## src/rtl/tet_pkg.sv

```systemverilog
// Shared types, character codes and run-building functions for the terminal
// escape and charset translator. Used by every module under rtl/.
package tet_pkg;

   // sizes
   localparam int MaxRun = 20;
   localparam int LenW   = 5;
   localparam int ChW    = 7;
   localparam int DataW  = 8;
   localparam int CsrIdxW  = 2;
   localparam int CsrDataW = 2;

   // register indexes of the configuration port
   localparam logic [CsrIdxW-1:0] RegRawPass = 2'd0;
   localparam logic [CsrIdxW-1:0] RegNatSet  = 2'd1;
   localparam logic [CsrIdxW-1:0] RegEscXlat = 2'd2;

   // national letter sets
   localparam logic [1:0] NatAscii   = 2'd0;
   localparam logic [1:0] NatSwedish = 2'd2;

   // control codes on the 7-bit input
   localparam logic [ChW-1:0] CtlBel   = 7'h07;
   localparam logic [ChW-1:0] CtlBs    = 7'h08;
   localparam logic [ChW-1:0] CtlTab   = 7'h09;
   localparam logic [ChW-1:0] CtlLf    = 7'h0A;
   localparam logic [ChW-1:0] CtlFf    = 7'h0C;
   localparam logic [ChW-1:0] CtlCr    = 7'h0D;
   localparam logic [ChW-1:0] CtlEsc   = 7'h1B;
   localparam logic [ChW-1:0] CtlSpace = 7'h20;
   localparam logic [ChW-1:0] CtlDel   = 7'h7F;
   localparam logic [ChW-1:0] ArgBias  = 7'd31;

   // escape collector phases besides a pending command letter
   localparam logic [ChW-1:0] PhaseIdle = 7'h00;
   localparam logic [ChW-1:0] PhaseEsc  = CtlEsc;

   // argument counts
   localparam logic [1:0] NeedNone = 2'd0;
   localparam logic [1:0] NeedOne  = 2'd1;
   localparam logic [1:0] NeedTwo  = 2'd2;

   // command letters after escape
   localparam logic [ChW-1:0] CmdCup      = 7'h59;
   localparam logic [ChW-1:0] CmdAttr     = 7'h53;
   localparam logic [ChW-1:0] CmdSkipA    = 7'h2E;
   localparam logic [ChW-1:0] CmdSkipB    = 7'h2F;
   localparam logic [ChW-1:0] CmdRevOn    = 7'h27;
   localparam logic [ChW-1:0] CmdRevOff   = 7'h28;
   localparam logic [ChW-1:0] CmdBlinkOn  = 7'h29;
   localparam logic [ChW-1:0] CmdBlinkOff = 7'h2A;
   localparam logic [ChW-1:0] CmdUlineOn  = 7'h25;
   localparam logic [ChW-1:0] CmdUlineOff = 7'h26;
   localparam logic [ChW-1:0] CmdDimOn    = 7'h2C;
   localparam logic [ChW-1:0] CmdDimOff   = 7'h2B;
   localparam logic [ChW-1:0] CmdUp       = 7'h41;
   localparam logic [ChW-1:0] CmdDown     = 7'h42;
   localparam logic [ChW-1:0] CmdRight    = 7'h43;
   localparam logic [ChW-1:0] CmdLeft     = 7'h44;
   localparam logic [ChW-1:0] CmdHome     = 7'h48;
   localparam logic [ChW-1:0] CmdRevIdx   = 7'h49;
   localparam logic [ChW-1:0] CmdClrEos   = 7'h4A;
   localparam logic [ChW-1:0] CmdClrEol   = 7'h4B;
   localparam logic [ChW-1:0] CmdClearL   = 7'h4C;
   localparam logic [ChW-1:0] CmdClearM   = 7'h4D;
   localparam logic [ChW-1:0] CmdClearQ   = 7'h60;
   localparam logic [ChW-1:0] CmdGfxOn    = 7'h46;
   localparam logic [ChW-1:0] CmdGfxOff   = 7'h47;
   localparam logic [ChW-1:0] CmdInsLine  = 7'h54;
   localparam logic [ChW-1:0] CmdDelLine  = 7'h55;

   // output characters
   localparam logic [DataW-1:0] ChEsc   = 8'h1B;
   localparam logic [DataW-1:0] ChLbr   = 8'h5B;
   localparam logic [DataW-1:0] ChLpar  = 8'h28;
   localparam logic [DataW-1:0] ChSemi  = 8'h3B;
   localparam logic [DataW-1:0] ChMinus = 8'h2D;
   localparam logic [DataW-1:0] ChDig0  = 8'h30;
   localparam logic [DataW-1:0] ChLowM  = 8'h6D;
   localparam logic [DataW-1:0] ChUpB   = 8'h42;
   localparam logic [DataW-1:0] ChUpH   = 8'h48;
   localparam logic [DataW-1:0] ChUpJ   = 8'h4A;
   localparam logic [DataW-1:0] ChUpM   = 8'h4D;
   localparam logic [DataW-1:0] Utf8Lead = 8'hC0;
   localparam logic [DataW-1:0] Utf8Cont = 8'h80;

   // national code points and their letters (latin-1 values)
   localparam logic [9:0][ChW-1:0] NatCode = {7'h7E, 7'h5E, 7'h60, 7'h40, 7'h7D,
                                              7'h7C, 7'h7B, 7'h5D, 7'h5C, 7'h5B};
   localparam logic [5:0][DataW-1:0] NorLetter = {8'hE5, 8'hF8, 8'hE6,
                                                  8'hC5, 8'hD8, 8'hC6};
   localparam logic [9:0][DataW-1:0] SweLetter = {8'hFC, 8'hDC, 8'hE9, 8'hC9, 8'hE5,
                                                  8'hF6, 8'hE4, 8'hC5, 8'hD6, 8'hC4};

   typedef struct packed {
      logic       raw_pass;
      logic [1:0] national_set;
      logic       escape_translate;
   } cfg_type;

   // one run of output bytes, byte 0 goes out first
   typedef struct packed {
      logic [MaxRun-1:0][DataW-1:0] data;
      logic [LenW-1:0]              len;
   } run_type;

   // handoff from the decoder to the output stage
   typedef struct packed {
      logic    valid;
      run_type run;
   } load_type;

   function automatic run_type run_put(input run_type r, input logic [DataW-1:0] b);
      run_type o;
      o = r;
      if (r.len < LenW'(MaxRun)) begin
         o.data[r.len] = b;
         o.len         = r.len + 1'b1;
      end
      return o;
   endfunction

   function automatic logic [DataW-1:0] digit(input logic [3:0] n);
      return ChDig0 | {4'b0000, n};
   endfunction

   // ESC [ b
   function automatic run_type run_csi(input run_type r, input logic [DataW-1:0] b);
      run_type o;
      o = run_put(r, ChEsc);
      o = run_put(o, ChLbr);
      o = run_put(o, b);
      return o;
   endfunction

   // ESC [ d m
   function automatic run_type run_sgr1(input run_type r, input logic [3:0] d);
      run_type o;
      o = run_csi(r, digit(d));
      o = run_put(o, ChLowM);
      return o;
   endfunction

   // ESC [ d1 d2 m
   function automatic run_type run_sgr2(input run_type r, input logic [3:0] d1,
                                        input logic [3:0] d2);
      run_type o;
      o = run_csi(r, digit(d1));
      o = run_put(o, digit(d2));
      o = run_put(o, ChLowM);
      return o;
   endfunction

   // ESC [ H ESC [ 2 J
   function automatic run_type run_home_clear(input run_type r);
      run_type o;
      o = run_csi(r, ChUpH);
      o = run_csi(o, digit(4'd2));
      o = run_put(o, ChUpJ);
      return o;
   endfunction

   // argument minus bias in signed decimal, magnitude stays below 100
   function automatic run_type run_dec(input run_type r, input logic [ChW-1:0] a);
      run_type     o;
      logic        neg;
      logic [6:0]  mag;
      logic [14:0] prod;
      logic [3:0]  tens;
      logic [3:0]  ones;
      neg  = a < ArgBias;
      mag  = neg ? (ArgBias - a) : (a - ArgBias);
      // divide by ten through the reciprocal 205/2048
      prod = 15'(mag) * 15'd205;
      tens = prod[14:11];
      ones = 4'(mag - 7'({3'b000, tens} * 7'd10));
      o = r;
      if (neg) o = run_put(o, ChMinus);
      if (mag >= 7'd10) o = run_put(o, digit(tens));
      o = run_put(o, digit(ones));
      return o;
   endfunction

   // latin-1 letter for a national code, zero when none applies
   function automatic logic [DataW-1:0] nat_letter(input logic [1:0] ns,
                                                   input logic [ChW-1:0] ch);
      logic [DataW-1:0] u;
      u = '0;
      if (ns == NatSwedish) begin
         for (int i = 0; i < 10; i++)
            if (NatCode[i] == ch) u = SweLetter[i];
      end else if (ns != NatAscii) begin
         for (int i = 0; i < 6; i++)
            if (NatCode[i] == ch) u = NorLetter[i];
      end
      return u;
   endfunction

   // ordinary character outside an escape sequence
   function automatic run_type plain_run(input logic [ChW-1:0] ch, input cfg_type cfg);
      run_type          o;
      logic [DataW-1:0] u;
      o = '0;
      u = nat_letter(cfg.national_set, ch);
      if (ch < CtlSpace) begin
         if (ch == CtlCr || ch == CtlLf || ch == CtlBel || ch == CtlBs || ch == CtlTab)
            o = run_put(o, {1'b0, ch});
         else if (ch == CtlFf && cfg.escape_translate)
            o = run_home_clear(o);
      end else if (ch != CtlDel) begin
         if (u != '0) begin
            o = run_put(o, Utf8Lead | {6'b000000, u[7:6]});
            o = run_put(o, Utf8Cont | {2'b00, u[5:0]});
         end else begin
            o = run_put(o, {1'b0, ch});
         end
      end
      return o;
   endfunction

   function automatic logic [1:0] needed_args(input logic [ChW-1:0] cmd);
      logic [1:0] n;
      unique case (cmd)
         CmdCup:                     n = NeedTwo;
         CmdAttr, CmdSkipA, CmdSkipB: n = NeedOne;
         default:                    n = NeedNone;
      endcase
      return n;
   endfunction

   // byte run for a completed escape command
   function automatic run_type cmd_run(input logic [ChW-1:0] cmd, input logic [ChW-1:0] a0,
                                       input logic [ChW-1:0] a1);
      run_type o;
      o = '0;
      unique case (cmd)
         CmdCup: begin
            o = run_put(o, ChEsc);
            o = run_put(o, ChLbr);
            o = run_dec(o, a0);
            o = run_put(o, ChSemi);
            o = run_dec(o, a1);
            o = run_put(o, ChUpH);
         end
         CmdAttr: begin
            o = run_sgr1(o, 4'd0);
            if (a0[0]) o = run_sgr1(o, 4'd7);
            if (a0[1]) o = run_sgr1(o, 4'd5);
            if (a0[2]) o = run_sgr1(o, 4'd4);
            if (a0[3]) o = run_sgr1(o, 4'd2);
         end
         CmdRevOn:    o = run_sgr1(o, 4'd7);
         CmdRevOff:   o = run_sgr2(o, 4'd2, 4'd7);
         CmdBlinkOn:  o = run_sgr1(o, 4'd5);
         CmdBlinkOff: o = run_sgr2(o, 4'd2, 4'd5);
         CmdUlineOn:  o = run_sgr1(o, 4'd4);
         CmdUlineOff: o = run_sgr2(o, 4'd2, 4'd4);
         CmdDimOn:    o = run_sgr1(o, 4'd2);
         CmdDimOff:   o = run_sgr2(o, 4'd2, 4'd2);
         CmdUp, CmdDown, CmdRight, CmdLeft, CmdHome, CmdClrEos, CmdClrEol:
            o = run_csi(o, {1'b0, cmd});
         CmdInsLine:  o = run_csi(o, {1'b0, CmdClearL});
         CmdDelLine:  o = run_csi(o, {1'b0, CmdClearM});
         CmdRevIdx: begin
            o = run_put(o, ChEsc);
            o = run_put(o, ChUpM);
         end
         CmdClearL, CmdClearM, CmdClearQ: o = run_home_clear(o);
         CmdGfxOn: begin
            o = run_put(o, ChEsc);
            o = run_put(o, ChLpar);
            o = run_put(o, digit(4'd0));
         end
         CmdGfxOff: begin
            o = run_put(o, ChEsc);
            o = run_put(o, ChLpar);
            o = run_put(o, ChUpB);
         end
         default: o = '0;
      endcase
      return o;
   endfunction

endpackage

```

## src/rtl/tet_csr.sv

```systemverilog
// Configuration register file of the translator: raw pass, national set and
// escape translation. Depends on tet_pkg.
module tet_csr (
   input  logic                            clock,
   input  logic                            reset,
   input  logic                            csr_valid,
   output logic                            csr_ready,
   input  logic [tet_pkg::CsrIdxW-1:0]     csr_index,
   input  logic [tet_pkg::CsrDataW-1:0]    csr_data,
   output tet_pkg::cfg_type                cfg
);

   tet_pkg::cfg_type cfg_ff;
   tet_pkg::cfg_type cfg_in;

   // writes are always taken
   assign csr_ready = 1'b1;
   assign cfg       = cfg_ff;

   // register decode
   always_comb begin
      cfg_in = cfg_ff;
      if (csr_valid) begin
         unique case (csr_index)
            tet_pkg::RegRawPass: cfg_in.raw_pass         = csr_data[0];
            tet_pkg::RegNatSet:  cfg_in.national_set     = csr_data;
            tet_pkg::RegEscXlat: cfg_in.escape_translate = csr_data[0];
            default:             cfg_in = cfg_ff;
         endcase
      end
   end

   always_ff @(posedge clock) begin
      if (reset) begin
         cfg_ff <= '0;
      end else begin
         cfg_ff <= cfg_in;
      end
   end

endmodule

```

## src/rtl/tet_decode.sv

```systemverilog
// Request register, escape collector state and run builder of the translator.
// Depends on tet_pkg; feeds tet_emit through a load_type handoff.
module tet_decode (
   input  logic                           clock,
   input  logic                           reset,
   input  logic                           req_tvalid,
   output logic                           req_tready,
   input  logic [tet_pkg::DataW-1:0]      req_tdata,   // [7:0] char_in
   input  tet_pkg::cfg_type               cfg,
   input  logic                           load_ok,
   output tet_pkg::load_type              load
);

   logic                         in_valid_ff;
   logic                         in_valid_in;
   logic [tet_pkg::DataW-1:0]    in_char_ff;
   logic [tet_pkg::ChW-1:0]      phase_ff;
   logic [tet_pkg::ChW-1:0]      phase_in;
   logic                         argc_ff;
   logic                         argc_in;
   logic [tet_pkg::ChW-1:0]      first_ff;
   logic [tet_pkg::ChW-1:0]      first_in;
   logic [tet_pkg::ChW-1:0]      ch;
   logic [1:0]                   need;
   tet_pkg::run_type             run;
   logic                         advance;

   assign ch   = in_char_ff[tet_pkg::ChW-1:0];
   assign need = tet_pkg::needed_args(phase_ff);

   // escape collector and run selection
   always_comb begin
      phase_in = phase_ff;
      argc_in  = argc_ff;
      first_in = first_ff;
      run      = '0;
      if (cfg.raw_pass) begin
         run = tet_pkg::run_put('0, {1'b0, ch});
      end else if (!cfg.escape_translate) begin
         run = tet_pkg::plain_run(ch, cfg);
      end else if (phase_ff == tet_pkg::PhaseEsc) begin
         if (tet_pkg::needed_args(ch) != tet_pkg::NeedNone) begin
            phase_in = ch;
            argc_in  = 1'b0;
         end else begin
            phase_in = tet_pkg::PhaseIdle;
            run      = tet_pkg::cmd_run(ch, '0, '0);
         end
      end else if (phase_ff != tet_pkg::PhaseIdle) begin
         if (!argc_ff && need == tet_pkg::NeedTwo) begin
            first_in = ch;
            argc_in  = 1'b1;
         end else begin
            run      = tet_pkg::cmd_run(phase_ff,
                                        (need == tet_pkg::NeedTwo) ? first_ff : ch, ch);
            phase_in = tet_pkg::PhaseIdle;
            argc_in  = 1'b0;
         end
      end else if (ch == tet_pkg::CtlEsc) begin
         phase_in = tet_pkg::PhaseEsc;
      end else begin
         run = tet_pkg::plain_run(ch, cfg);
      end
   end

   // an empty run retires at once, otherwise wait for the output stage
   assign advance    = in_valid_ff && (run.len == '0 || load_ok);
   assign req_tready = !in_valid_ff || advance;
   assign load.valid = advance && (run.len != '0);
   assign load.run   = run;

   // request register valid
   always_comb begin
      in_valid_in = in_valid_ff;
      if (req_tvalid && req_tready) in_valid_in = 1'b1;
      else if (advance)             in_valid_in = 1'b0;
   end

   always_ff @(posedge clock) begin
      if (reset) begin
         in_valid_ff <= 1'b0;
         phase_ff    <= tet_pkg::PhaseIdle;
         argc_ff     <= 1'b0;
      end else begin
         in_valid_ff <= in_valid_in;
         if (advance) begin
            phase_ff <= phase_in;
            argc_ff  <= argc_in;
         end
      end
   end

   // payload registers
   always_ff @(posedge clock) begin
      if (req_tvalid && req_tready) in_char_ff <= req_tdata;
      if (advance)                  first_ff   <= first_in;
   end

endmodule

```

## src/rtl/tet_emit.sv

```systemverilog
// Output stage of the translator: holds one byte run and shifts it out one
// byte per response. Depends on tet_pkg.
module tet_emit (
   input  logic                         clock,
   input  logic                         reset,
   input  tet_pkg::load_type            load,
   output logic                         load_ok,
   output logic                         rsp_tvalid,
   input  logic                         rsp_tready,
   output logic [tet_pkg::DataW-1:0]    rsp_tdata,   // [7:0] out_byte
   output logic                         rsp_tlast    // last_byte
);

   logic [tet_pkg::MaxRun-1:0][tet_pkg::DataW-1:0] data_ff;
   logic [tet_pkg::MaxRun-1:0][tet_pkg::DataW-1:0] data_in;
   logic [tet_pkg::LenW-1:0]                       cnt_ff;
   logic [tet_pkg::LenW-1:0]                       cnt_in;
   logic                                           take;

   assign rsp_tvalid = cnt_ff != '0;
   assign rsp_tdata  = data_ff[0];
   assign rsp_tlast  = cnt_ff == tet_pkg::LenW'(1);
   assign take       = rsp_tvalid && rsp_tready;
   // free now, or the final byte leaves this cycle
   assign load_ok    = !rsp_tvalid || (rsp_tlast && rsp_tready);

   // load a new run or shift the current one
   always_comb begin
      data_in = data_ff;
      cnt_in  = cnt_ff;
      if (load.valid) begin
         data_in = load.run.data;
         cnt_in  = load.run.len;
      end else if (take) begin
         data_in = {{tet_pkg::DataW{1'b0}}, data_ff[tet_pkg::MaxRun-1:1]};
         cnt_in  = cnt_ff - 1'b1;
      end
   end

   always_ff @(posedge clock) begin
      if (reset) begin
         cnt_ff <= '0;
      end else begin
         cnt_ff <= cnt_in;
      end
   end

   always_ff @(posedge clock) begin
      data_ff <= data_in;
   end

endmodule

```

## src/rtl/terminal_escape_charset_translator_top.sv

```systemverilog
// Terminal output translator. Each request carries one program byte; its top
// bit is dropped and it becomes a run of zero to twenty host bytes, the last
// one flagged by rsp_tlast. The first byte passes the request register and
// then the output run register. Requests yielding no byte stream at one per
// cycle, those yielding one byte while rsp_tready is high. A run is loaded
// only as the last byte of the one before leaves, and the run register sends
// one byte per cycle while rsp_tready is high. Configuration writes are taken
// in every cycle. Depends on tet_pkg, tet_csr, tet_decode and tet_emit.
module terminal_escape_charset_translator_top (
   input  logic                            clock,
   input  logic                            reset,
   input  logic                            req_tvalid,
   output logic                            req_tready,
   input  logic [tet_pkg::DataW-1:0]       req_tdata,   // [7:0] char_in
   output logic                            rsp_tvalid,
   input  logic                            rsp_tready,
   output logic [tet_pkg::DataW-1:0]       rsp_tdata,   // [7:0] out_byte
   output logic                            rsp_tlast,   // last_byte
   input  logic                            csr_valid,
   output logic                            csr_ready,
   input  logic [tet_pkg::CsrIdxW-1:0]     csr_index,
   input  logic [tet_pkg::CsrDataW-1:0]    csr_data
);

   tet_pkg::cfg_type  cfg;
   tet_pkg::load_type load;
   logic              load_ok;

   // configuration registers
   tet_csr u_csr (
      .clock     (clock),
      .reset     (reset),
      .csr_valid (csr_valid),
      .csr_ready (csr_ready),
      .csr_index (csr_index),
      .csr_data  (csr_data),
      .cfg       (cfg)
   );

   // request register and run builder
   tet_decode u_decode (
      .clock      (clock),
      .reset      (reset),
      .req_tvalid (req_tvalid),
      .req_tready (req_tready),
      .req_tdata  (req_tdata),
      .cfg        (cfg),
      .load_ok    (load_ok),
      .load       (load)
   );

   // run register and response channel
   tet_emit u_emit (
      .clock      (clock),
      .reset      (reset),
      .load       (load),
      .load_ok    (load_ok),
      .rsp_tvalid (rsp_tvalid),
      .rsp_tready (rsp_tready),
      .rsp_tdata  (rsp_tdata),
      .rsp_tlast  (rsp_tlast)
   );

endmodule

```

## config.mk

```make
export PLATFORM = sky130hd
export DESIGN_NAME = terminal_escape_charset_translator_top
export DESIGN_NICKNAME = d
export VERILOG_FILES = /design/src/rtl/tet_pkg.sv /design/src/rtl/tet_csr.sv /design/src/rtl/tet_decode.sv /design/src/rtl/tet_emit.sv /design/src/rtl/terminal_escape_charset_translator_top.sv
export SDC_FILE = /design/constraint.sdc
export NUM_CORES = 1
export LEC_CHECK = 0
export ABC_AREA = 1
export BUFFER_PORTS_ARGS = -buffer_cell sky130_fd_sc_hd__buf_2
export CELL_PAD_IN_SITES_DETAIL_PLACEMENT = 1
export CELL_PAD_IN_SITES_GLOBAL_PLACEMENT = 2
export CORE_UTILIZATION = 38
export CTS_CLUSTER_SIZE = 8
export DETAILED_ROUTE_END_ITERATION = 6
export PLACE_DENSITY = 0.82
export SETUP_SLACK_MARGIN = 0.2
export SLEW_MARGIN = 5
export SYNTH_ARGS = -nofsm -noshare
export SYNTH_HDL_FRONTEND = slang
export SYNTH_SLANG_ARGS = --single-unit
```

## constraint.sdc

```tcl
create_clock -name clock -period 12.35 [get_ports clock]
set_clock_uncertainty 0.15 [all_clocks]
set_input_delay 0.6175 -clock clock [delete_from_list [all_inputs] [get_ports clock]]
set_output_delay 0.6175 -clock clock [all_outputs]
set_load 0.02 [all_outputs]
```

==> reports/qor.yml <==
die:
  fp-row-count: 73
  top_level_ports: 29
  initial_utilization_pct: 38.8
  die_area_um2: 41600
  core_um2: 39900
  die_height_um: 204
  die_span_in_x_um: 204
sta:
  slew-limit-headroom_pct: 27.4
  maxSlewViolCount: 0
  min_period_ns: 10.18
  unrepaired_setup_endpoints_after_global_routing: "no"
  fin_setup_tns_ns: 0
  report.final.setup_viol: 0
  worst_slew_pin_slew_ns: 1.09
  fmax_mhz: 98.2
  hold_viol_final: 0
  period_share_pct: 82.4
critical_path:
  length_in_cells_of_the_worst_reg_to_reg_path: 45
  critical_path_arrival_ns: 10.34
  worstSetupPathType: "reg2reg"
  reg2reg_slack_ns: 2.17
  cpMostUsedCell: "nand2_1"
  end_of_the_worst_register_to_register_path: "u_emit.data_ff[12]"
  crit_start_category: "flip-flop"
  rr_startpoint: "u_decode.phase_ff[1]"
  worst_path_max_delay_cell: "nor4_1"
  cpPeakStageDelay_ns: 0.57
  worst-endpoint-required_ns: 12.51
  critPathCaptureType: "flip-flop"
  critPathMaxFanout: 53
placed_design:
  place.detailed.hpwl_um: 48100
  globalplace.congestion: 0.961
  port_buffers: 26
clock_network:
  ctsLongestPathBuffers: 2
  post_cts_resize_count: 0
  cts_setup_buffers: 0
  h-tree-depth: 4
  clock_sinks: 174
  holdBufCountCts: 0
  worst_setup_hold_path_clk_slew_ns: 0.07
  clk_latency_ns: 0.49
  cts-root-buf: "clkbuf_16"
  tritoncts.num_buffers: 17
  tritoncts: "built"
synthesis:
  synth_top_flop_cell: "edfxtp_1"
  synth_top_area_cell: "edfxtp_1"
  synth.lib_cells_used.distinct: 62
  ys_async_sr_fraction_pct: 0
  number_of_synthesized_flops_with_an_enable_pin: 156
  synth_warnings: 0
  ys_seq_area_share_pct: 32.6
  synthTopCellsByArea: "edfxtp_1 (30%), nand2_1 (15%), ha_1 (8.8%), inv_1 (7.2%), nor2_1 (5.4%)"
  syn_inst: 2204
  yosys_register_bits: 174
  mappedNetlistArea_um2: 15500
  syn_avg_cell_area_um2: 7.02
  yosysTopAreaCellShare_pct: 30.3
global_route:
  grt_antenna_before_repair: 0
  first_pass_grt_wire_length_um: 93100
  grt_max_degree: 93
  first_global_vias: 15800
  track_usage_pct: 29.9
  globalRoute.totalOverflow: 0
routing:
  dr_total_vias: 15500
  route.detailed.wl_per_inst_um: 22.2
  antenna_violating_nets_post_route: 0
  detail_route.vias_per_cell: 5.65
  remaining_drc_errors: 0
  drt_wl_total_um: 61000
  detailedRoute.firstIterationViolations: 1210
  drt_pass1_iterations: 5
final_layout:
  ff_latch_area_um2: 5040
  multiInputGateArea_um2: 8900
  layout.cells.most_common: "nand2_1"
  final_cell_mix: "nand2_1 (618), inv_1 (298), nor2_1 (220), edfxtp_1 (156), o21ai_0 (147)"
  finish.net_count: 2351
  area_growth_syn_to_layout_pct: 7.65
  layout-drive-gt1-share_pct: 6.22
  number_of_inserted_filler_cells_in_the_final_layout: 5098
  insertedDiodeCount: 0
job:
  maxCapViolations: 0
min_path:
  timing.hold.worst_endpoint: "u_decode.in_char_ff[3]"
  worstHoldPathType: "in2reg"
  hold_start: "req_tdata[3]"
  worstHoldPathCells: 1
status:
  run_status: "complete, no violations"
worst max-delay path, delay by kind of cell, from the launching register on:
family          cells  cell delay [ns]
fa+ha+maj           4             1.41
buf+inv            10             2.00
compound gates      4             1.17
flops               1             0.51
simple gates       27             4.69
metrics by stage:
| stage | std cells | setup slack [ns] | utilization (%) | cell area [um^2] | hold slack, ns |
|---|---|---|---|---|---|
| 2_1_floorplan | 2205 | 2.33 | - | 15500 | 0.271 |
| 3_3_place_gp | 2712 | 2.49 | 40.3 | 16100 | 0.336 |
| 3_5_place_dp | 2712 | 2.31 | 40.3 | 16100 | 0.345 |
| 4_1_cts | 2744 | 2.25 | 41.8 | 16700 | 0.133 |
| 5_1_grt | 2744 | 1.24 | 41.8 | 16700 | 0.154 |
| 6_report | 2744 | 2.17 | 41.8 | 16700 | 0.168 |
final cells by class:
type,count,share of cell area (%)
inverter,321,7.24
clock inverter,15,0.908
sequential,174,30.3
timing repair buffer,44,1.67
clock buffer,17,2.55
tap,525,3.94
multi-input combinational,1648,53.4
cell families after synthesis:
| group | Yosys count | share of synthesized area (%) |
|---|---|---|
| AO/OA/AOI/OAI | 466 | 17.5 |
| other | 2 | 0.0485 |
| buffers and inverters | 383 | 10.0 |
| flip-flops | 174 | 32.6 |
| XOR/XNOR | 15 | 0.849 |
| AND/OR/NAND/NOR | 1036 | 27.7 |
| adder cells (fa/ha/maj) | 128 | 11.3 |
sequential cells by signal (all words and copies together), names as in the netlist, 4 cells and up:
signal / cells
u_csr.cfg: 4
u_decode.first_ff: 7
u_decode.in_char_ff: 7
u_decode.phase_ff: 7
u_emit.cnt_ff: 5
u_emit.data_ff: 134
u_emit.rsp_tdata: 8
routing by layer:
metal,global-route usage [%],up-vias,part of all wire [%]
met5,0,-,0
met4,13.5,0,4.1
met3,3.44,112,4.3
met2,49.9,368,47
met1,38.8,7645,44
li1,-,7372,-
cells in the mapped netlist (all sizes together), types with 6 or more instances:
cell / count
a22oi: 14
nor4: 9
or2: 9
o31ai: 15
nand4: 23
o22ai: 20
fa: 19
dfxtp: 18
nand3: 96
nor2: 234
xor2: 12
o21ai: 205
inv: 317
a21oi: 116
buf: 40
edfxtp: 156
nor3: 36
o21a: 7
a211oi: 6
a31oi: 25
o211ai: 16
o2111ai: 13
clkbuf: 22
nand2: 625
ha: 109
o221ai: 8
worst max-delay path by stage:
| stage | from | end | slack, ns | cells past startpoint |
|---|---|---|---|---|
| after floorplan | u_decode.phase_ff[1] | u_emit.cnt_ff[2] | 2.33 | 49 |
| after CTS | u_decode.phase_ff[1] | u_emit.data_ff[12] | 2.25 | 43 |
| after global placement | u_decode.phase_ff[1] | u_emit.data_ff[12] | 2.49 | 46 |
| final | u_decode.phase_ff[1] | u_emit.data_ff[12] | 2.17 | 45 |
| after global routing | u_decode.phase_ff[1] | u_emit.data_ff[50] | 1.24 | 45 |
| after detailed placement | u_decode.phase_ff[1] | u_emit.data_ff[8] | 2.31 | 43 |
Power is not shown: default switching activity piles up to over one toggle a cycle in this logic, so the estimate is an artifact.
